`src/hdl/ppmd_pkg.sv`:
```
// Package for the PPM raw stream decoder: result kinds, header field and
// colour component codes, character constants and byte classifiers.
// No dependencies; compiled first.
package ppmd_pkg;

  // Kind of a result request.
  typedef enum logic [1:0] {
    KIND_HEADER    = 2'd0,
    KIND_PIXEL     = 2'd1,
    KIND_BAD_MAGIC = 2'd2
  } kind_t;

  // Header token being read.
  typedef enum logic [1:0] {
    FIELD_WIDTH  = 2'd0,
    FIELD_HEIGHT = 2'd1,
    FIELD_MAXVAL = 2'd2,
    FIELD_DONE   = 2'd3
  } field_t;

  // Colour component expected next in the pixel data.
  typedef enum logic [1:0] {
    COMP_RED   = 2'd0,
    COMP_GREEN = 2'd1,
    COMP_BLUE  = 2'd2
  } comp_t;

  localparam logic [7:0] CHAR_P     = 8'h50;
  localparam logic [7:0] CHAR_SIX   = 8'h36;
  localparam logic [7:0] CHAR_HASH  = 8'h23;
  localparam logic [7:0] CHAR_LF    = 8'h0A;
  localparam logic [7:0] CHAR_SPACE = 8'h20;
  localparam logic [7:0] CHAR_ZERO  = 8'h30;
  localparam logic [7:0] CHAR_NINE  = 8'h39;
  localparam logic [7:0] CHAR_TAB   = 8'h09;
  localparam logic [7:0] CHAR_CR    = 8'h0D;

  // Whitespace as the format defines it: space, tab, LF, VT, FF and CR.
  function automatic logic is_blank(input logic [7:0] c);
    logic res;
    res = (c == CHAR_SPACE) || (c inside {[CHAR_TAB:CHAR_CR]});
    return res;
  endfunction

  // Decimal digit.
  function automatic logic is_digit(input logic [7:0] c);
    logic res;
    res = c inside {[CHAR_ZERO:CHAR_NINE]};
    return res;
  endfunction

endpackage

```
`src/hdl/ppmd_in_if.sv`:
```
// Byte channel into the decoder: valid/ready handshake with the stream byte
// and a start of file flag. Depends on nothing.
interface ppmd_in_if;
  logic       valid;
  logic       ready;
  logic [7:0] in_byte;
  logic       start_of_file;

  modport source (output valid, output in_byte, output start_of_file, input ready);
  modport sink   (input valid, input in_byte, input start_of_file, output ready);
endinterface

```
`src/hdl/ppmd_out_if.sv`:
```
// Result channel out of the decoder: valid/ready handshake with header,
// pixel or error fields. Depends on ppmd_pkg.
interface ppmd_out_if #(
  parameter int DIM_BITS = 16
);
  logic                  valid;
  logic                  ready;
  ppmd_pkg::kind_t       kind;
  logic [DIM_BITS-1:0]   width;
  logic [DIM_BITS-1:0]   height;
  logic [DIM_BITS-1:0]   max_value;
  logic [DIM_BITS-1:0]   pixel_x;
  logic [DIM_BITS-1:0]   pixel_y;
  logic [7:0]            red;
  logic [7:0]            green;
  logic [7:0]            blue;
  logic                  last;

  modport source (output valid, output kind, output width, output height,
                  output max_value, output pixel_x, output pixel_y, output red,
                  output green, output blue, output last, input ready);
  modport sink   (input valid, input kind, input width, input height,
                  input max_value, input pixel_x, input pixel_y, input red,
                  input green, input blue, input last, output ready);
endinterface

```
`src/hdl/ppm_raw_stream_decoder_unit.sv`:
```
// Top level of the binary PPM (P6) stream decoder: parser core plus output
// skid register. Depends on ppmd_pkg, ppmd_in_if, ppmd_out_if, ppmd_core, ppmd_skid.
//
// Usage:
//   in_chan carries one file byte per request, with start_of_file set on the
//   'P' that opens each file. out_chan carries at most one result per byte:
//   a header (width, height, max_value), a pixel (pixel_x, pixel_y, red,
//   green, blue, last) or a bad magic error.
//   Throughput is one byte per cycle while in_chan.ready is high; the per-byte
//   parser logic sits between the state registers and the output register, or
//   the skid register on a stall; out_chan is driven from the output register.
//   When the receiver stalls, the output register holds its result and a
//   skid register takes one more; in_chan.ready then falls until the receiver
//   drains the skid register.
//   Reset (rst_n low at a clock edge) empties both output registers and puts
//   the parser into its idle state, where bytes without start_of_file are
//   dropped. A byte with start_of_file restarts parsing from any state and no
//   partial result of the old file is sent.
//   DIM_BITS sets the width of the header values and pixel coordinates; token
//   values saturate at 2**DIM_BITS - 1.
module ppm_raw_stream_decoder_unit #(
  parameter int DIM_BITS = 16
) (
  input  logic        clk,
  input  logic        rst_n,
  ppmd_in_if.sink     in_chan,
  ppmd_out_if.source  out_chan
);
  import ppmd_pkg::*;

  localparam int RES_W = 2 + 5 * DIM_BITS + 24 + 1;

  logic                acc;
  logic                space;
  logic                res_valid;
  kind_t               res_kind;
  logic [DIM_BITS-1:0] res_width;
  logic [DIM_BITS-1:0] res_height;
  logic [DIM_BITS-1:0] res_max_value;
  logic [DIM_BITS-1:0] res_pixel_x;
  logic [DIM_BITS-1:0] res_pixel_y;
  logic [7:0]          res_red;
  logic [7:0]          res_green;
  logic [7:0]          res_blue;
  logic                res_last;
  logic [RES_W-1:0]    res_data;
  logic [RES_W-1:0]    out_data;

  assign in_chan.ready = space;
  assign acc           = in_chan.valid && space;

  // Parser state and per-byte logic.
  ppmd_core #(
    .DIM_BITS (DIM_BITS)
  ) u_core (
    .clk           (clk),
    .rst_n         (rst_n),
    .acc           (acc),
    .in_byte       (in_chan.in_byte),
    .start_of_file (in_chan.start_of_file),
    .res_valid     (res_valid),
    .res_kind      (res_kind),
    .res_width     (res_width),
    .res_height    (res_height),
    .res_max_value (res_max_value),
    .res_pixel_x   (res_pixel_x),
    .res_pixel_y   (res_pixel_y),
    .res_red       (res_red),
    .res_green     (res_green),
    .res_blue      (res_blue),
    .res_last      (res_last)
  );

  assign res_data = {res_kind, res_width, res_height, res_max_value, res_pixel_x,
                     res_pixel_y, res_red, res_green, res_blue, res_last};

  // Result register with skid stage.
  ppmd_skid #(
    .DATA_W (RES_W)
  ) u_skid (
    .clk       (clk),
    .rst_n     (rst_n),
    .push      (acc && res_valid),
    .push_data (res_data),
    .space     (space),
    .out_valid (out_chan.valid),
    .out_data  (out_data),
    .out_ready (out_chan.ready)
  );

  // Unpack the result fields.
  assign out_chan.kind      = kind_t'(out_data[RES_W-1 -: 2]);
  assign out_chan.width     = out_data[RES_W-3 -: DIM_BITS];
  assign out_chan.height    = out_data[RES_W-3-DIM_BITS -: DIM_BITS];
  assign out_chan.max_value = out_data[RES_W-3-2*DIM_BITS -: DIM_BITS];
  assign out_chan.pixel_x   = out_data[RES_W-3-3*DIM_BITS -: DIM_BITS];
  assign out_chan.pixel_y   = out_data[RES_W-3-4*DIM_BITS -: DIM_BITS];
  assign out_chan.red       = out_data[24 -: 8];
  assign out_chan.green     = out_data[16 -: 8];
  assign out_chan.blue      = out_data[8 -: 8];
  assign out_chan.last      = out_data[0];

  // The skid register only fills behind a full output register.
  a_skid_behind_out: assert property (@(posedge clk) disable iff (!rst_n)
    !space |-> out_chan.valid)
    else $error("skid register full while output register empty");

  // A file whose first byte is not 'P' always produces an error request.
  a_bad_magic_push: assert property (@(posedge clk) disable iff (!rst_n)
    (acc && in_chan.start_of_file && in_chan.in_byte != CHAR_P)
      |-> (res_valid && res_kind == KIND_BAD_MAGIC))
    else $error("bad magic byte taken without an error request");

  // Nothing is offered in the cycle after reset.
  a_reset_empty: assert property (@(posedge clk)
    $past(!rst_n) |-> (!out_chan.valid && space))
    else $error("output not empty after reset");

endmodule

```
`src/hdl/ppmd_core.sv`:
```
// Parser core: holds the decoder state and, for each accepted byte, works out
// the next state and at most one result request. Depends on ppmd_pkg.
module ppmd_core #(
  parameter int DIM_BITS = 16
) (
  input  logic                  clk,
  input  logic                  rst_n,
  input  logic                  acc,
  input  logic [7:0]            in_byte,
  input  logic                  start_of_file,
  output logic                  res_valid,
  output ppmd_pkg::kind_t       res_kind,
  output logic [DIM_BITS-1:0]   res_width,
  output logic [DIM_BITS-1:0]   res_height,
  output logic [DIM_BITS-1:0]   res_max_value,
  output logic [DIM_BITS-1:0]   res_pixel_x,
  output logic [DIM_BITS-1:0]   res_pixel_y,
  output logic [7:0]            res_red,
  output logic [7:0]            res_green,
  output logic [7:0]            res_blue,
  output logic                  res_last
);
  import ppmd_pkg::*;

  localparam int EXT_BITS = DIM_BITS + 4;

  typedef enum logic [1:0] {
    PH_IDLE = 2'd0,
    PH_SIX  = 2'd1,
    PH_HEAD = 2'd2,
    PH_PIX  = 2'd3
  } phase_t;

  phase_t              phase_r, phase_nxt;
  logic                in_comment_r, in_comment_nxt;
  logic [DIM_BITS-1:0] token_r, token_nxt;
  logic                started_r, started_nxt;
  logic                stopped_r, stopped_nxt;
  field_t              field_r, field_nxt;
  logic [DIM_BITS-1:0] width_r, width_nxt;
  logic [DIM_BITS-1:0] height_r, height_nxt;
  logic [DIM_BITS-1:0] maxval_r, maxval_nxt;
  logic [DIM_BITS-1:0] col_r, col_nxt;
  logic [DIM_BITS-1:0] row_r, row_nxt;
  comp_t               comp_r, comp_nxt;
  logic [7:0]          red_r, red_nxt;
  logic [7:0]          green_r, green_nxt;

  logic                hdr_go;
  logic                empty;
  logic [EXT_BITS-1:0] acc_val;
  logic [DIM_BITS:0]   x_inc;
  logic [DIM_BITS:0]   y_inc;
  logic                lastx;
  logic                lastp;

  // Decimal accumulation as shifts and adds, saturating at the field maximum.
  always_comb begin
    acc_val = (EXT_BITS'(token_r) << 3) + (EXT_BITS'(token_r) << 1)
            + EXT_BITS'(in_byte - CHAR_ZERO);
  end

  // Pixel position bookkeeping.
  always_comb begin
    x_inc = {1'b0, col_r} + (DIM_BITS+1)'(1);
    y_inc = {1'b0, row_r} + (DIM_BITS+1)'(1);
    lastx = x_inc >= {1'b0, width_r};
    lastp = lastx && (y_inc >= {1'b0, height_r});
  end

  // Next state and result for the byte on the input.
  always_comb begin
    phase_nxt      = phase_r;
    in_comment_nxt = in_comment_r;
    token_nxt      = token_r;
    started_nxt    = started_r;
    stopped_nxt    = stopped_r;
    field_nxt      = field_r;
    width_nxt      = width_r;
    height_nxt     = height_r;
    maxval_nxt     = maxval_r;
    col_nxt        = col_r;
    row_nxt        = row_r;
    comp_nxt       = comp_r;
    red_nxt        = red_r;
    green_nxt      = green_r;
    hdr_go         = 1'b0;
    empty          = 1'b0;

    res_valid     = 1'b0;
    res_kind      = KIND_BAD_MAGIC;
    res_width     = '0;
    res_height    = '0;
    res_max_value = '0;
    res_pixel_x   = '0;
    res_pixel_y   = '0;
    res_red       = '0;
    res_green     = '0;
    res_blue      = '0;
    res_last      = 1'b0;

    if (start_of_file) begin
      // A new file drops all progress; its first byte must be the 'P'.
      in_comment_nxt = 1'b0;
      token_nxt      = '0;
      started_nxt    = 1'b0;
      stopped_nxt    = 1'b0;
      field_nxt      = FIELD_WIDTH;
      width_nxt      = '0;
      height_nxt     = '0;
      maxval_nxt     = '0;
      col_nxt        = '0;
      row_nxt        = '0;
      comp_nxt       = COMP_RED;
      red_nxt        = '0;
      green_nxt      = '0;
      if (in_byte == CHAR_P) begin
        phase_nxt = PH_SIX;
      end else begin
        phase_nxt = PH_IDLE;
        res_valid = 1'b1;
      end
    end else begin
      case (phase_r)
        PH_SIX: begin
          if (in_byte == CHAR_SIX) begin
            phase_nxt = PH_HEAD;
          end else begin
            phase_nxt = PH_IDLE;
            res_valid = 1'b1;
          end
        end
        PH_HEAD: begin
          if (in_comment_r) begin
            // A comment runs to the line end; that LF may close the header.
            if (in_byte == CHAR_LF) begin
              in_comment_nxt = 1'b0;
              hdr_go         = (field_r == FIELD_DONE);
            end
          end else if (in_byte == CHAR_HASH || is_blank(in_byte)) begin
            if (in_byte == CHAR_HASH) begin
              in_comment_nxt = 1'b1;
            end
            if (started_r) begin
              token_nxt   = '0;
              started_nxt = 1'b0;
              stopped_nxt = 1'b0;
              case (field_r)
                FIELD_WIDTH:  width_nxt  = token_r;
                FIELD_HEIGHT: height_nxt = token_r;
                default:      maxval_nxt = token_r;
              endcase
              field_nxt = field_t'(field_r + 2'd1);
              hdr_go    = (field_r == FIELD_MAXVAL) && (in_byte != CHAR_HASH);
            end
          end else begin
            // Token byte: leading digits build the value, anything else stops it.
            started_nxt = 1'b1;
            if (!stopped_r) begin
              if (is_digit(in_byte)) begin
                if (acc_val[EXT_BITS-1:DIM_BITS] != '0) begin
                  token_nxt = '1;
                end else begin
                  token_nxt = acc_val[DIM_BITS-1:0];
                end
              end else begin
                stopped_nxt = 1'b1;
              end
            end
          end
        end
        PH_PIX: begin
          case (comp_r)
            COMP_RED: begin
              red_nxt  = in_byte;
              comp_nxt = COMP_GREEN;
            end
            COMP_GREEN: begin
              green_nxt = in_byte;
              comp_nxt  = COMP_BLUE;
            end
            default: begin
              comp_nxt    = COMP_RED;
              res_valid   = 1'b1;
              res_kind    = KIND_PIXEL;
              res_pixel_x = col_r;
              res_pixel_y = row_r;
              res_red     = red_r;
              res_green   = green_r;
              res_blue    = in_byte;
              res_last    = lastp;
              if (lastp) begin
                phase_nxt = PH_IDLE;
              end else if (lastx) begin
                col_nxt = '0;
                row_nxt = y_inc[DIM_BITS-1:0];
              end else begin
                col_nxt = x_inc[DIM_BITS-1:0];
              end
            end
          endcase
        end
        default: begin
        end
      endcase

      // Header complete: report it and start the pixel scan, unless empty.
      if (hdr_go) begin
        empty         = (width_nxt == '0) || (height_nxt == '0);
        phase_nxt     = empty ? PH_IDLE : PH_PIX;
        col_nxt       = '0;
        row_nxt       = '0;
        comp_nxt      = COMP_RED;
        res_valid     = 1'b1;
        res_kind      = KIND_HEADER;
        res_width     = width_nxt;
        res_height    = height_nxt;
        res_max_value = maxval_nxt;
        res_last      = empty;
      end
    end
  end

  // State registers, updated only when a byte is taken.
  always_ff @(posedge clk) begin
    if (!rst_n) begin
      phase_r      <= PH_IDLE;
      in_comment_r <= 1'b0;
      token_r      <= '0;
      started_r    <= 1'b0;
      stopped_r    <= 1'b0;
      field_r      <= FIELD_WIDTH;
      width_r      <= '0;
      height_r     <= '0;
      maxval_r     <= '0;
      col_r        <= '0;
      row_r        <= '0;
      comp_r       <= COMP_RED;
      red_r        <= '0;
      green_r      <= '0;
    end else if (acc) begin
      phase_r      <= phase_nxt;
      in_comment_r <= in_comment_nxt;
      token_r      <= token_nxt;
      started_r    <= started_nxt;
      stopped_r    <= stopped_nxt;
      field_r      <= field_nxt;
      width_r      <= width_nxt;
      height_r     <= height_nxt;
      maxval_r     <= maxval_nxt;
      col_r        <= col_nxt;
      row_r        <= row_nxt;
      comp_r       <= comp_nxt;
      red_r        <= red_nxt;
      green_r      <= green_nxt;
    end
  end

endmodule

```
`src/hdl/ppmd_skid.sv`:
```
// Output register with a skid stage, so that a new request can be taken in
// the cycle a stall first shows. Depends on ppmd_pkg (house import only).
module ppmd_skid #(
  parameter int DATA_W = 8
) (
  input  logic              clk,
  input  logic              rst_n,
  input  logic              push,
  input  logic [DATA_W-1:0] push_data,
  output logic              space,
  output logic              out_valid,
  output logic [DATA_W-1:0] out_data,
  input  logic              out_ready
);
  import ppmd_pkg::*;

  logic              out_valid_r;
  logic [DATA_W-1:0] out_data_r;
  logic              skid_valid_r;
  logic [DATA_W-1:0] skid_data_r;

  assign space     = !skid_valid_r;
  assign out_valid = out_valid_r;
  assign out_data  = out_data_r;

  // Control flags.
  always_ff @(posedge clk) begin
    if (!rst_n) begin
      out_valid_r  <= 1'b0;
      skid_valid_r <= 1'b0;
    end else if (!out_valid_r || out_ready) begin
      if (skid_valid_r) begin
        out_valid_r  <= 1'b1;
        skid_valid_r <= 1'b0;
      end else begin
        out_valid_r <= push;
      end
    end else if (push) begin
      skid_valid_r <= 1'b1;
    end
  end

  // Payload moves without reset.
  always_ff @(posedge clk) begin
    if (!out_valid_r || out_ready) begin
      if (skid_valid_r) begin
        out_data_r <= skid_data_r;
      end else if (push) begin
        out_data_r <= push_data;
      end
    end else if (push) begin
      skid_data_r <= push_data;
    end
  end

endmodule
```
`src/flat_wrapper.sv`:
```
// flat-port wrapper written by rule: the top's interface ports become plain ports
module ppm_raw_stream_decoder_unit_flat import ppmd_pkg::*;
#(
  parameter int DIM_BITS = 16
)
  (clk, rst_n, in_chan_valid, in_chan_in_byte, in_chan_start_of_file, in_chan_ready, out_chan_valid, out_chan_kind, out_chan_width, out_chan_height, out_chan_max_value, out_chan_pixel_x, out_chan_pixel_y, out_chan_red, out_chan_green, out_chan_blue, out_chan_last, out_chan_ready);
  ppmd_in_if in_chan_i ();
  ppmd_out_if #(.DIM_BITS(DIM_BITS)) out_chan_i ();
  input  logic clk;
  input  logic rst_n;
  input wire logic [$bits(in_chan_i.valid)-1:0] in_chan_valid;
  input wire logic [$bits(in_chan_i.in_byte)-1:0] in_chan_in_byte;
  input wire logic [$bits(in_chan_i.start_of_file)-1:0] in_chan_start_of_file;
  output wire logic [$bits(in_chan_i.ready)-1:0] in_chan_ready;
  output wire logic [$bits(out_chan_i.valid)-1:0] out_chan_valid;
  output wire logic [$bits(out_chan_i.kind)-1:0] out_chan_kind;
  output wire logic [$bits(out_chan_i.width)-1:0] out_chan_width;
  output wire logic [$bits(out_chan_i.height)-1:0] out_chan_height;
  output wire logic [$bits(out_chan_i.max_value)-1:0] out_chan_max_value;
  output wire logic [$bits(out_chan_i.pixel_x)-1:0] out_chan_pixel_x;
  output wire logic [$bits(out_chan_i.pixel_y)-1:0] out_chan_pixel_y;
  output wire logic [$bits(out_chan_i.red)-1:0] out_chan_red;
  output wire logic [$bits(out_chan_i.green)-1:0] out_chan_green;
  output wire logic [$bits(out_chan_i.blue)-1:0] out_chan_blue;
  output wire logic [$bits(out_chan_i.last)-1:0] out_chan_last;
  input wire logic [$bits(out_chan_i.ready)-1:0] out_chan_ready;
  assign in_chan_i.valid = in_chan_valid;
  assign in_chan_i.in_byte = in_chan_in_byte;
  assign in_chan_i.start_of_file = in_chan_start_of_file;
  assign in_chan_ready = in_chan_i.ready;
  assign out_chan_valid = out_chan_i.valid;
  assign out_chan_kind = out_chan_i.kind;
  assign out_chan_width = out_chan_i.width;
  assign out_chan_height = out_chan_i.height;
  assign out_chan_max_value = out_chan_i.max_value;
  assign out_chan_pixel_x = out_chan_i.pixel_x;
  assign out_chan_pixel_y = out_chan_i.pixel_y;
  assign out_chan_red = out_chan_i.red;
  assign out_chan_green = out_chan_i.green;
  assign out_chan_blue = out_chan_i.blue;
  assign out_chan_last = out_chan_i.last;
  assign out_chan_i.ready = out_chan_ready;
  ppm_raw_stream_decoder_unit #(.DIM_BITS(DIM_BITS)) u_core (.clk(clk), .rst_n(rst_n), .in_chan(in_chan_i), .out_chan(out_chan_i));
endmodule
```
`config.mk`:
```
export PLATFORM = sky130hd
export DESIGN_NAME = ppm_raw_stream_decoder_unit_flat
export DESIGN_NICKNAME = d
export VERILOG_FILES = /design/src/hdl/ppmd_pkg.sv /design/src/hdl/ppmd_in_if.sv /design/src/hdl/ppmd_out_if.sv /design/src/hdl/ppm_raw_stream_decoder_unit.sv /design/src/hdl/ppmd_core.sv /design/src/hdl/ppmd_skid.sv /design/src/flat_wrapper.sv
export SDC_FILE = /design/constraint.sdc
export NUM_CORES = 1
export LEC_CHECK = 0
export BUFFER_PORTS_ARGS = -buffer_cell sky130_fd_sc_hd__buf_2
export CORE_ASPECT_RATIO = 1.2
export CORE_MARGIN = 2
export CORE_UTILIZATION = 40
export DETAILED_ROUTE_END_ITERATION = 10
export SLEW_MARGIN = 20
export SYNTH_ARGS = -nofsm -noshare
export SYNTH_HDL_FRONTEND = slang
export SYNTH_SLANG_ARGS = --single-unit
```
`constraint.sdc`:
```
create_clock -name clk -period 45.8 [get_ports clk]
set_input_delay 4.58 -clock clk [delete_from_list [all_inputs] [get_ports clk]]
set_output_delay 4.58 -clock clk [all_outputs]
set_load 0.02 [all_outputs]
```
* Word level (Yosys, flattened, before mapping)
Index checks and enable logic that the tools add are counted.
Operators by class: add/sub/neg operators 6, $lt $le $gt $ge 6, equality and inequality tests 20, mux-type cells 124, bitwise logic cells 2, reductions and logical operators 44
Operators with widths (count):
- two-way mux 16 bit | 52
- two-way mux 107 bit | 2
- two-way mux 8 bit | 15
- two-way mux 2 bit | 18
- adder 16 x 1 -> 17 bit (second input constant) | 2
- greater-or-equal comparator 17 x 16 -> 1 bit | 2
- two-way mux 1 bit | 34
- logical NOT 16 bit | 2
- == test 8 x 6 -> 1 bit (second input constant) | 3
- adder 19 x 17 -> 20 bit | 1
- adder 20 bit | 1
- nonzero test 2 bit | 7
- AND reduction 4 bit | 3
- AND reduction 5 bit | 2
- AND reduction 3 bit | 3
- nonzero test 3 bit | 3
- subtractor 8 x 6 -> 9 bit (second input constant) | 1
- == test 2 bit (second input constant) | 4
- == test 8 x 4 -> 1 bit (second input constant) | 1
- == test 8 x 7 -> 1 bit (second input constant) | 1
- greater-or-equal comparator 8 x 4 -> 1 bit (second input constant) | 1
- greater-or-equal comparator 8 x 6 -> 1 bit (second input constant) | 1
- less-or-equal comparator 8 x 4 -> 1 bit (second input constant) | 1
- less-or-equal comparator 8 x 6 -> 1 bit (second input constant) | 1
- other kinds (19) | 41
Word-level totals: flip-flop bits (word level) 337, input port bits 13, output and inout port bits 109

* Longest topological paths before layout
Gate-level depths: netlist (run 1).
word-level depth 14, gate-level depth with buffers 17

* Hierarchy
From an unflattened synthesis (run 1), not the netlist that was laid out.
Unflattened totals: cells, all modules 1474, area, all modules 17470.5 um^2
By module, submodules not included:
- ppmd_core | times used 1, cells an instance 1130, area each 9166.3 um^2, seq. area each 2422.3 um^2
- ppmd_skid | times used 1, cells an instance 342, area each 8291.7 um^2, seq. area each 6466.2 um^2
- ppm_raw_stream_decoder_unit | times used 1, cells an instance 2, area each 12.5 um^2, seq. area each 0.0 um^2

* Worst setup path after synthesis (run 1)
Ideal clock, no wire load.
path type input to register, start input in_chan_in_byte[4], end register u_core.u_skid.skid_data_r[0], enable pin, setup time 1.141 ns, data arrival time 22.346 ns, setup slack 22.313 ns, stages on the path 8, buffers on the path 1, path through inv_1 ha_1 nor4b_4 nand4b_1 a31oi_2 buf_6 a311oi_2 a2111oi_0
On the way: cells in the longest elaborated chain, start to end 12, elaborated cells between the ends (all ways) 25
RTL lines:
- start, declared | RTL line flat_wrapper.sv:12 | input wire logic [$bits(in_chan_i.in_byte)-1:0] in_chan_in_byte;
- greater-or-equal comparator 8 x 4 -> 1 bit / less-or-equal comparator 8 x 4 -> 1 bit (equally long branches) | RTL line ppmd_pkg.sv:41 | res = (c == CHAR_SPACE) || (c inside {[CHAR_TAB:CHAR_CR]});
- logical AND 1 bit | RTL line ppmd_pkg.sv:41
- logical OR 1 bit | RTL line ppmd_pkg.sv:41
- logical OR 1 bit | RTL line ppmd_core.sv:140 | end else if (in_byte == CHAR_HASH || is_blank(in_byte)) begin
- two-way mux 1 bit | RTL line ppmd_core.sv:140
- two-way mux 1 bit | RTL line ppmd_core.sv:134 | if (in_comment_r) begin
- two-way mux 1 bit | RTL line ppmd_core.sv:124 | case (phase_r)
- two-way mux 1 bit | RTL line ppmd_core.sv:102 | if (start_of_file) begin
- two-way mux 1 bit | RTL line ppmd_core.sv:208 | if (hdr_go) begin
- two-way mux 1 bit * | RTL line ppmd_core.sv:102
- logical AND 1 bit * | RTL line ppm_raw_stream_decoder_unit.sv:83 | .push (acc && res_valid),
- AND reduction 2 bit (no source line) *
- end signal, assigned | RTL line ppmd_skid.sv:52 | skid_data_r <= push_data;
- end, declared | RTL line ppmd_skid.sv:20 | logic [DATA_W-1:0] skid_data_r;
Mark *: on every way between the ends. The rest lies on a longest branch, timed or not. The select of a mux whose other input is x is not followed. A chain may end at the register's enable or synchronous reset.

* Final worst setup path (run 1)
start input in_chan_in_byte[4], end register u_core.u_skid.out_data_r[62] (netlist: u_core.u_skid.out_data[62]), enable pin
On the way: cells in the longest elaborated chain, start to end 13, elaborated cells between the ends (all ways) 26
RTL lines:
- greater-or-equal comparator 8 x 4 -> 1 bit / less-or-equal comparator 8 x 4 -> 1 bit (equally long branches) | RTL line ppmd_pkg.sv:41
- logical AND 1 bit | RTL line ppmd_pkg.sv:41
- logical OR 1 bit | RTL line ppmd_pkg.sv:41
- logical OR 1 bit | RTL line ppmd_core.sv:140
- two-way mux 1 bit | RTL line ppmd_core.sv:140
- two-way mux 1 bit | RTL line ppmd_core.sv:134
- two-way mux 1 bit | RTL line ppmd_core.sv:124
- two-way mux 1 bit | RTL line ppmd_core.sv:102
- two-way mux 1 bit | RTL line ppmd_core.sv:208
- two-way mux 1 bit * | RTL line ppmd_core.sv:102
- logical AND 1 bit * | RTL line ppm_raw_stream_decoder_unit.sv:83
- nonzero test 2 bit (no source line) *
- AND reduction 2 bit (no source line) *
- end signal, assigned | RTL line ppmd_skid.sv:47 | out_data_r <= skid_data_r;
- end signal, assigned | RTL line ppmd_skid.sv:49 | out_data_r <= push_data;
- end, declared | RTL line ppmd_skid.sv:18 | logic [DATA_W-1:0] out_data_r;
Marks and branches as above.

==> PnR_summary.wiki, run 1 <==
{| class="wikitable"
! Metric !! Value
|-
| Primary flip-flop cell chosen by synthesis mapping || edfxtp_1
|-
| Layout-stage area growth over the synthesis result || 13.1%
|-
| Post-detailed-routing wire length || 44.6 mm
|-
| Setup CP Type || in2reg
|-
| Distinct cell type count after synthesis || 79
|-
| Crit. End Element || flop
|-
| Aggregate global routing overflow || 0
|-
| Most used routing layer in global routing || met2
|-
| I/O pin count || 122
|-
| Detailed Place HPWL || 31.4 mm
|-
| Overall Power || 0.000660 W
|-
| Nets || 1749
|-
| Row Count || 82
|-
| Global placer's final weighted congestion || 0.853
|-
| Max Slew Vio Count || 0
|-
| Mapped Cells || 1571
|-
| Final number of setup-violating endpoints || 0
|-
| Setup repair after global routing missed its margin || no
|-
| Max-Slew Margin vs Limit || 0.248
|-
| Time the worst path needs with I/O delays and setup || 8550 ps
|-
| Number of buffers between clock root and the deepest sink || 3
|-
| Root buf cell || clkbuf_16
|-
| IR Drop Worst-Case VDD || 0.0233 mV
|-
| Total global routing track utilization || 0.202
|-
| Max-capacitance violation count || 0
|-
| Post-CTS setup-driven buffer insertion count || 0
|-
| Critical path arrival || 8700 ps
|-
| Cells resized by post-CTS repair || 0
|-
| Core Region || 0.0418 sq mm
|-
| Outcome || completed
|-
| GRT met3 Usage || 0.0267
|-
| Static leakage || 7.18 nW
|-
| Net count after synthesis || 1663
|-
| Detail-routed net length per standard cell || 20.0 microns
|-
| Height of the chip || 229 microns
|-
| Setup TNS Final || 0 ps
|-
| H-tree depth || 2
|-
| Detailed-routing iteration count for the pre-antenna-repair pass || 7
|-
| Areal power density over the cells || 34.5 mW/mm^2
|-
| Count of flip-flops with a built-in enable after synthesis || 214
|-
| TritonCTS sink count || 337
|-
| Final count of hold timing violations || 0
|-
| Reg-to-reg endpoint || u_core.u_core.col_r[14]
|-
| Starting density of the core || 0.405
|-
| Proportion of layout cells with a drive suffix above 1 || 0.172
|-
| Maximum number of pins on one net before global-route repair || 83
|-
| Top post-synthesis cells by count || nand2_1 (236), edfxtp_1 (214), dfxtp_1 (123)
|-
| Worst-path cell chain || buf_2, inv_1, ha_1, nor4b_4, nand4b_1, a31oi_2, a311oi_2, a211oi_1, nor2_1, nor2b_4, buf_4, buf_4
|-
| Netlist area before placement || 0.0169 sq mm
|-
| Worst endpoint required time || 45950 ps
|-
| Post-CTS clock slew at the launch and capture registers of the worst setup and hold paths || 70 ps
|-
| Number of DRC violations after detailed routing || 0
|-
| Die width || 192 microns
|-
| Number of vias per cell after detailed routing || 5.46
|-
| Synth Warn # || 0
|-
| Antenna fix cells || 0
|-
| DIE AREA || 0.0440 sq mm
|-
| Initial DRC Count || 706
|-
| Multi-input gate area || 0.00743 sq mm
|-
| Combined flip-flop and latch cell area || 0.00889 sq mm
|-
| Post-CTS Hold Buffers || 0
|-
| Largest stage delay, worst path || 730 ps
|-
| Insertion delay to the later sink of the worst-skew pair || 530 ps
|-
| Internal reg-to-reg setup slack || 40890 ps
|-
| Share of the cycle needed by the critical path after routing || 0.187
|-
| Share of Yosys cell area claimed by the top area cell type || 0.380
|-
| Clock tree from TritonCTS || done
|-
| Peak clock frequency supported by timing || 117 MHz
|-
| WHS Path Cells || 1
|-
| GR met2 Demand/Resource || 0.351
|-
| Port Buf Inserts || 121
|-
| Register area share after synthesis || 0.525
|-
| Number of antenna violations at the first check in global routing || 0
|-
| Async set or reset register ratio after synthesis || 0
|-
| Hold-critical path endpoint || u_core.u_core.stopped_r
|-
| Reg-to-reg startpoint || u_core.u_core.col_r[0]
|-
| Post-Syn Area per Cell || 10.8 sq um
|-
| Max stage delay cell, worst path || buf_4
|-
| Dominant cell by count in the synthesized netlist || nand2_1
|-
| GR Layer Usage met1 || 0.256
|-
| Count of filler cells inserted in the layout || 3866
|-
| Category of the worst setup path launch point || input pin
|-
| Fin Clk Skew || 11.4 ps
|-
| HP Class || reg2reg
|-
| Via count of the routed design || 12200
|-
| First-pass GRT wire length || 68.8 mm
|-
| Via count of the first global-routing pass || 11900
|-
| Beginning of the worst hold path || u_core.u_core.stopped_r
|-
| Synth top area cells || edfxtp_1 (38%), dfxtp_1 (15%), nand2_1 (5.2%)
|-
| Total clock buffers created by CTS || 36
|-
| Crit path max fanout || 69
|-
| Yosys reg bits || 337
|-
| Cell type with the highest occurrence count on the critical path || buf_4
|-
| Post-route antenna net violation count || 0
|-
| Measured slew at the worst slew-check pin || 1120 ps
|-
| Depth of the most critical reg-to-reg path || 15
|-
| Cell taking the most area after synthesis || edfxtp_1
|}
## state kept, by name (all words and copies together), names as in the netlist, 2 cells and up
signal	flops
u_core.u_core.width_r	16
u_core.u_skid.skid_data_r	107
u_core.u_core.height_r	16
u_core.u_core.row_r	16
u_core.u_core.red_r	8
u_core.u_core.col_r	16
u_core.u_core.green_r	8
u_core.u_skid.out_data	107
u_core.u_core.field_r	2
u_core.u_core.token_r	16
u_core.u_core.comp_r	2
u_core.u_core.maxval_r	16
u_core.u_core.phase_r	2
## layout by cell type, fill, tap and decap left out, drive strengths merged, types with 18 or more instances in the layout
| cell type | Yosys | layout |
|---|---|---|
| clkbuf | 52 | 48 |
| mux2 | 71 | 71 |
| nor2b | 94 | 94 |
| or3 | 18 | 18 |
| nor2 | 54 | 54 |
| nand2 | 237 | 237 |
| dfxtp | 123 | 123 |
| a21oi | 94 | 94 |
| edfxtp | 214 | 214 |
| buf | 32 | 132 |
| ha | 64 | 64 |
| nand3 | 35 | 35 |
| inv | 63 | 65 |
| a22oi | 51 | 51 |
| mux2i | 18 | 18 |
| and2 | 58 | 58 |
| xnor2 | 29 | 29 |
| o21ai | 40 | 40 |
## worst max-delay path by stage
stage                  startpoint                      endpoint  slack [ps]  cells past startpoint
5_1_grt        in_chan_in_byte[4]   u_core.u_skid.out_data[100]       36890                     12
6_report       in_chan_in_byte[4]    u_core.u_skid.out_data[62]       37250                     12
4_1_cts        in_chan_in_byte[4]   u_core.u_skid.out_data[100]       37300                     12
2_1_floorplan  in_chan_in_byte[4]  u_core.u_skid.skid_data_r[0]       22310                      8
3_5_place_dp   in_chan_in_byte[4]    u_core.u_skid.out_data[64]       36740                     12
3_3_place_gp   in_chan_in_byte[4]      u_core.u_core.token_r[6]       36880                     14
## power breakdown
group | total (W) | internal [W] | switching, W
clock | 0.000299 | 0.000176 | 0.000123
sequential | 0.000329 | 0.000327 | 0.00000209
combinational | 0.0000315 | 0.00000949 | 0.0000220
## routing by layer
metal | wire length [microns] | up-vias
li1 | - | 5819
met1 | 18800 | 6010
met2 | 22400 | 284
met3 | 1900 | 76
met4 | 1470 | 0
met5 | 0 | -
## cell type report
cell class                      instances  area share
Multi-Input combinational cell       1086       0.388
Timing Repair Buffer                  132      0.0359
Inverter                               64      0.0127
Tap cell                              546      0.0357
Clock inverter                         18     0.00961
Sequential cell                       337       0.464
Clock buffer                           48      0.0538
## critical path: cells and delay by family
family,cells,cell delay [ps]
fa+ha+maj,1,190
buf+inv,4,1530
simple gates,4,940
compound gates,3,1270
## metrics by stage
| stage | instances | area [sq um] | utilization | hold WS [ps] | setup slack (ps) |
|---|---|---|---|---|---|
| detailed placement | 2165 | 17900 | 0.429 | 461 | 36740 |
| global placement | 2165 | 17900 | 0.429 | 456 | 36880 |
| floorplan | 1571 | 16900 | - | 432 | 22310 |
| CTS | 2231 | 19100 | 0.458 | 476 | 37300 |
| global route | 2231 | 19100 | 0.458 | 509 | 36890 |
| finish | 2231 | 19100 | 0.458 | 481 | 37250 |
## kinds of logic (layout without fill, tap and decap cells)
group                    after synthesis  in the layout  share of synthesized area
buffers and inverters                148            262                     0.0376
AND/OR/NAND/NOR                      586            586                      0.175
XOR/XNOR                              42             42                     0.0217
adder cells (fa/ha/maj)               80             80                     0.0656
AO/OA/AOI/OAI                        289            289                      0.117
flip-flops                           337            337                      0.525
multiplexers                          89             89                     0.0579
No activity file was read; power rests on OpenSTA's default activity.
==> run 2, diff against run 1 <==
- clock period: 45.8 -> 8.7 ns (I/O delays scaled with it)
==> PnR_summary.wiki, run 2 (synthesis gave the netlist of run 1 again) <==
{| class="wikitable"
! Metric !! Value
|-
| Outcome || completed
|-
| Total global routing track utilization || 0.196
|-
| Antenna fix cells || 0
|-
| Detail-routed net length per standard cell || 19.4 microns
|-
| Root buf cell || clkbuf_16
|-
| Proportion of layout cells with a drive suffix above 1 || 0.172
|-
| Via count of the routed design || 12100
|-
| Areal power density over the cells || 177 mW/mm^2
|-
| Critical path arrival || 5260 ps
|-
| Depth of the most critical reg-to-reg path || 15
|-
| Detailed Place HPWL || 30.3 mm
|-
| IR Drop Worst-Case VDD || 0.135 mV
|-
| First-pass GRT wire length || 67.4 mm
|-
| Max Slew Vio Count || 0
|-
| Setup TNS Final || 0 ps
|-
| Nets || 1749
|-
| Leading cell types in the layout, fill and taps excluded || nand2_1 (236), edfxtp_1 (214), dfxtp_1 (123), buf_2 (121), a21oi_1 (94)
|-
| Static leakage || 7.15 nW
|-
| Combined flip-flop and latch cell area || 0.00889 sq mm
|-
| PnR worst setup slack || 3880 ps
|-
| Post-detailed-routing wire length || 43.3 mm
|-
| Reg-to-reg startpoint || u_core.u_core.col_r[0]
|-
| Number of buffers between clock root and the deepest sink || 3
|-
| Crit path max fanout || 13
|-
| Maximum number of pins on one net before global-route repair || 105
|-
| Via count of the first global-routing pass || 11900
|-
| Aggregate global routing overflow || 0
|-
| Global placer's final weighted congestion || 0.889
|-
| Post-route antenna net violation count || 0
|-
| Total clock buffers created by CTS || 36
|-
| Setup repair after global routing missed its margin || no
|-
| DIE AREA || 0.0440 sq mm
|-
| Initial DRC Count || 969
|-
| I/O pin count || 122
|-
| Number of antenna violations at the first check in global routing || 0
|-
| WHS Path Cells || 1
|-
| Multi-input gate area || 0.00744 sq mm
|-
| Crit. End Element || flop
|-
| Row Count || 82
|-
| Commonest non-fill, non-tap cell in the layout || nand2_1
|-
| Max stage delay cell, worst path || o31ai_1
|-
| Post-CTS clock slew at the launch and capture registers of the worst setup and hold paths || 60 ps
|-
| Final number of setup-violating endpoints || 0
|-
| Core Region || 0.0418 sq mm
|-
| Starting density of the core || 0.405
|-
| Worst setup timing slack at the placement stage || 3410 ps
|-
| H-tree depth || 2
|-
| Worst-path cell chain || ha_1, and3_1, nand3_1, nor2_1, nand3_1, or3_1, xnor2_1, ha_1, a211oi_1, o21ai_0, o31ai_1, a211oi_2, o21ai_4, nand2_1, a21oi_1
|-
| HP Class || reg2reg
|-
| Cells resized by post-CTS repair || 0
|-
| Die width || 192 microns
|-
| Share of the cycle needed by the critical path after routing || 0.554
|-
| Final count of hold timing violations || 0
|-
| Peak clock frequency supported by timing || 207 MHz
|-
| Worst hold margin || 475 ps
|-
| Insertion delay to the later sink of the worst-skew pair || 540 ps
|-
| TritonCTS sink count || 337
|-
| Post-CTS Hold Buffers || 0
|-
| Category of the worst setup path launch point || flop
|-
| Internal reg-to-reg setup slack || 3880 ps
|-
| Clock tree from TritonCTS || done
|-
| Detailed-routing iteration count for the pre-antenna-repair pass || 5
|-
| Max-capacitance violation count || 0
|-
| Count of filler cells inserted in the layout || 3897
|-
| Number of vias per cell after detailed routing || 5.42
|-
| Max-Slew Margin vs Limit || 0.243
|-
| Layout-stage area growth over the synthesis result || 12.7%
|-
| Worst endpoint required time || 9130 ps
|-
| Beginning of the worst hold path || u_core.u_core.stopped_r
|-
| Time the worst path needs with I/O delays and setup || 4820 ps
|-
| Hold-critical path endpoint || u_core.u_core.stopped_r
|-
| Measured slew at the worst slew-check pin || 1130 ps
|-
| Number of DRC violations after detailed routing || 0
|-
| Setup CP Type || reg2reg
|-
| Fin Clk Skew || 27.8 ps
|-
| Port Buf Inserts || 121
|-
| Largest stage delay, worst path || 590 ps
|-
| Height of the chip || 229 microns
|-
| Reg-to-reg endpoint || u_core.u_core.col_r[12]
|-
| Post-CTS setup-driven buffer insertion count || 0
|}
## run 2: cell types whose count changed in the layout (fill, tap and decap cells not counted), moves of 2 or more
cell | before | now
clkinv_2 | 6 | 9
bufinv_16 | 3 | 1
buf_4 | 11 | 9
clkinv_1 | 3 | 6
clkbuf_16 | 39 | 37
clkbuf_1 | 7 | 5
clkinvlp_4 | 4 | 1
## run 2: cell type report
| type | count | area share |
|---|---|---|
| clock buffer | 44 | 0.0509 |
| timing repair buffer | 132 | 0.0370 |
| inverter | 64 | 0.0127 |
| tap | 546 | 0.0358 |
| clock inverter | 22 | 0.00787 |
| sequential | 337 | 0.466 |
| multi-input combinational | 1086 | 0.390 |
## run 2: layer usage
layer	up-vias	part of all wire	track usage
met5	-	0	0
met4	0	0.035	0.0762
met3	84	0.046	0.0282
met2	298	0.50	0.341
met1	5900	0.42	0.245
li1	5811	-	-
## run 2: worst max-delay path: cells and delay by family, from the launching register on
kind	cells	cell delay (ps)
adders and majority gates	2	620
AOI/OAI and AO/OA	6	1920
DFF	1	510
xor gates and xnor gates	1	160
and+or+nand+nor	6	1500
## run 2: stage by stage
stage	power (W)	area, sq um	utilization	std cells
finish	0.00337	19100	0.457	2231
global route	0.00348	19100	0.457	2231
CTS	0.00341	19100	0.457	2230
detailed placement	0.00193	17900	0.430	2164
global placement	0.00193	17900	0.430	2164
floorplan	0.00188	16900	-	1571
## run 2: worst max-delay path by stage
stage | startpoint | to | slack, ps | cells past startpoint
2_1_floorplan | in_chan_in_byte[4] | u_core.u_skid.out_data[0] | 890 | 10
3_3_place_gp | in_chan_in_byte[4] | u_core.u_core.token_r[2] | 3450 | 14
3_5_place_dp | in_chan_in_byte[4] | u_core.u_core.token_r[12] | 3410 | 14
4_1_cts | u_core.u_core.col_r[0] | u_core.u_core.col_r[12] | 3890 | 15
5_1_grt | u_core.u_core.col_r[0] | u_core.u_core.col_r[14] | 3450 | 15
6_report | u_core.u_core.col_r[0] | u_core.u_core.col_r[12] | 3880 | 15
## run 2: power by group
group,internal [W],leakage [nW],total (W),switching (W)
clock,0.000832,0.555,0.00148,0.000644
sequential,0.00172,2.95,0.00173,0.0000104
combinational,0.0000499,3.64,0.000164,0.000114
total,0.00260,7.15,0.00337,0.000769
==> run 3, diff against run 2 <==
- ABC_AREA: not set -> 1
- clock period: 8.7 -> 4.42 ns (I/O delays scaled with it)
==> PnR_summary.wiki, run 3 <==
{| class="wikitable"
! Metric !! Value
|-
| Core Region || 0.0418 sq mm
|-
| Synth Warn # || 0
|-
| DIE AREA || 0.0440 sq mm
|-
| Dominant cell by count in the synthesized netlist || nand2_1
|-
| Post-CTS clock slew at the launch and capture registers of the worst setup and hold paths || 60 ps
|-
| Multiplexer area fraction after synthesis || 0
|-
| HP Class || in2reg
|-
| Primary flip-flop cell chosen by synthesis mapping || edfxtp_1
|-
| Fraction of the mapped netlist area in compound gates || 0.0788
|-
| Netlist area before placement || 0.0170 sq mm
|-
| Outcome || completed
|-
| Areal power density over the cells || 384 mW/mm^2
|-
| Number of buffers between clock root and the deepest sink || 3
|-
| I/O pin count || 122
|-
| Peak clock frequency supported by timing || 254 MHz
|-
| Share of Yosys cell area claimed by the top area cell type || 0.379
|-
| Combinational family with the most area after synthesis || simple AND/OR/NAND/NOR gates
|-
| Antenna fix cells || 0
|-
| Category of the worst setup path launch point || flop
|-
| Post-synthesis xor/xnor area fraction || 0.0217
|-
| Port Buf Inserts || 121
|-
| Aggregate global routing overflow || 0
|-
| Critical path launch point || u_core.u_core.col_r[0]
|-
| H-tree depth || 2
|-
| Reg-to-reg startpoint || u_core.u_core.col_r[0]
|-
| Post-CTS Hold Buffers || 0
|-
| Post-route antenna net violation count || 0
|-
| Measured slew at the worst slew-check pin || 877 ps
|-
| Worst endpoint required time || 4820 ps
|-
| Post-Synth Adder-Cell Area || 0.0650
|-
| Nets || 2182
|-
| TritonCTS sink count || 337
|-
| Top post-synthesis cells by count || nand2_1 (540), nor2_1 (280), edfxtp_1 (214)
|-
| Max Slew Vio Count || 0
|-
| Total global routing track utilization || 0.195
|-
| Mapped Cells || 1992
|-
| Number of DRC violations after detailed routing || 0
|-
| Setup repair after global routing missed its margin || no
|-
| Via count of the first global-routing pass || 12800
|-
| Detailed Place HPWL || 30.3 mm
|-
| Worst hold margin || 299 ps
|-
| Cell taking the most area after synthesis || edfxtp_1
|-
| Cells resized by post-CTS repair || 0
|-
| Crit. End Element || flop
|-
| First-pass GRT wire length || 68.7 mm
|-
| Synth top area cells || edfxtp_1 (38%), dfxtp_1 (15%), nand2_1 (12%)
|-
| Total clock buffers created by CTS || 36
|-
| Post-Syn Area per Cell || 8.51 sq um
|-
| Initial DRC Count || 1004
|-
| Count of filler cells inserted in the layout || 4028
|-
| IR Drop Worst-Case VDD || 0.226 mV
|-
| Async set or reset register ratio after synthesis || 0
|-
| Static leakage || 8.05 nW
|-
| Net count after synthesis || 2084
|-
| Time the worst path needs with I/O delays and setup || 3940 ps
|-
| Count of flip-flops with a built-in enable after synthesis || 214
|-
| Register area share after synthesis || 0.524
|-
| Post-CTS setup-driven buffer insertion count || 0
|-
| Yosys reg bits || 337
|-
| Fin Clk Skew || 11.5 ps
|-
| Setup CP Type || reg2reg
|-
| Die width || 192 microns
|-
| Final count of hold timing violations || 0
|-
| Global placer's final weighted congestion || 0.928
|-
| Proportion of layout cells with a drive suffix above 1 || 0.116
|-
| Critical path arrival || 4340 ps
|-
| Crit path max fanout || 22
|-
| Post-detailed-routing wire length || 42.8 mm
|-
| Insertion delay to the later sink of the worst-skew pair || 520 ps
|-
| Final number of setup-violating endpoints || 0
|-
| Number of vias per cell after detailed routing || 5.03
|-
| Simple-gate area share of the yosys netlist || 0.242
|-
| Number of antenna violations at the first check in global routing || 0
|-
| Root buf cell || clkbuf_16
|-
| Commonest non-fill, non-tap cell in the layout || nand2_1
|-
| Beginning of the worst hold path || in_chan_in_byte[0]
|-
| Clock tree from TritonCTS || done
|-
| Max-capacitance violation count || 0
|-
| Maximum number of pins on one net before global-route repair || 75
|-
| Share of the cycle needed by the critical path after routing || 0.890
|-
| Starting density of the core || 0.406
|-
| Height of the chip || 230 microns
|-
| Leading cell types in the layout, fill and taps excluded || nand2_1 (539), nor2_1 (279), edfxtp_1 (214), inv_1 (197), dfxtp_1 (122)
|-
| Via count of the routed design || 13400
|-
| Distinct cell type count after synthesis || 45
|-
| Max-Slew Margin vs Limit || 0.415
|-
| Row Count || 82
|-
| Layout-stage area growth over the synthesis result || 14.2%
|-
| Setup TNS Final || 0 ps
|-
| Detailed-routing iteration count for the pre-antenna-repair pass || 5
|-
| Detail-routed net length per standard cell || 16.1 microns
|}
run 3: kinds of logic after synthesis:
logic type	count (synthesis)
and+or+nand+nor	990
DFF	337
buffers and inverters	299
AOI/OAI and AO/OA	245
adders and majority gates	79
xor gates and xnor gates	42
run 3: worst paths after layout:
path         slack, ps                       end  cells past startpoint
min                300  u_core.u_core.token_r[0]                      3
max reg2reg        480   u_core.u_core.col_r[11]                     19
max                480   u_core.u_core.col_r[11]                     19
min reg2reg        460    u_core.u_core.red_r[0]                      2
run 3: stage by stage:
stage	utilization	instance area, sq um	total power, W	cells	setup slack (ps)
final	0.464	19400	0.00744	2662	484
after global routing	0.464	19400	0.00772	2662	20.0
after CTS	0.463	19300	0.00752	2662	307
after detailed placement	0.434	18100	0.00442	2598	328
after global placement	0.434	18100	0.00440	2598	459
after floorplan	-	17000	0.00417	1992	224
run 3: metal layers:
metal / wire, microns / GRT usage / up-vias
met5: 0 / 0 / -
met4: 1150 / 0.0620 / 0
met3: 2180 / 0.0276 / 65
met2: 20600 / 0.325 / 334
met1: 18800 / 0.261 / 6266
li1: - / - / 6724
run 3: final cells by class:
| class | instances | area [sq um] | area share |
|---|---|---|---|
| tap | 546 | 683 | 0.0353 |
| clock inverter | 16 | 189 | 0.00976 |
| multi-input combinational | 1356 | 6940 | 0.359 |
| sequential | 337 | 8890 | 0.459 |
| timing repair buffer | 145 | 827 | 0.0427 |
| clock buffer | 48 | 1020 | 0.0526 |
| inverter | 214 | 805 | 0.0416 |
run 3: power by group:
part           leakage, nW  switching [W]  internal (W)
Combinational         4.56       0.000570      0.000258
Clock                0.587        0.00123       0.00185
Sequential            2.91      0.0000620       0.00346
Total                 8.05        0.00187       0.00557
run 3: critical path, cell delays in order (launching register included):
cell	delay, ps
dfxtp_1	400
ha_1	220
nand2_1	80
nor2_2	140
nand3_2	150
nor4_1	370
nand3_1	120
nor3_1	180
xor2_1	270
ha_1	310
a21oi_1	160
o21ai_1	90
nor3_1	160
nand3_1	140
nand2_1	90
nand2_1	80
nand2_2	220
nand3_4	290
nand2_4	270
nor2_1	80
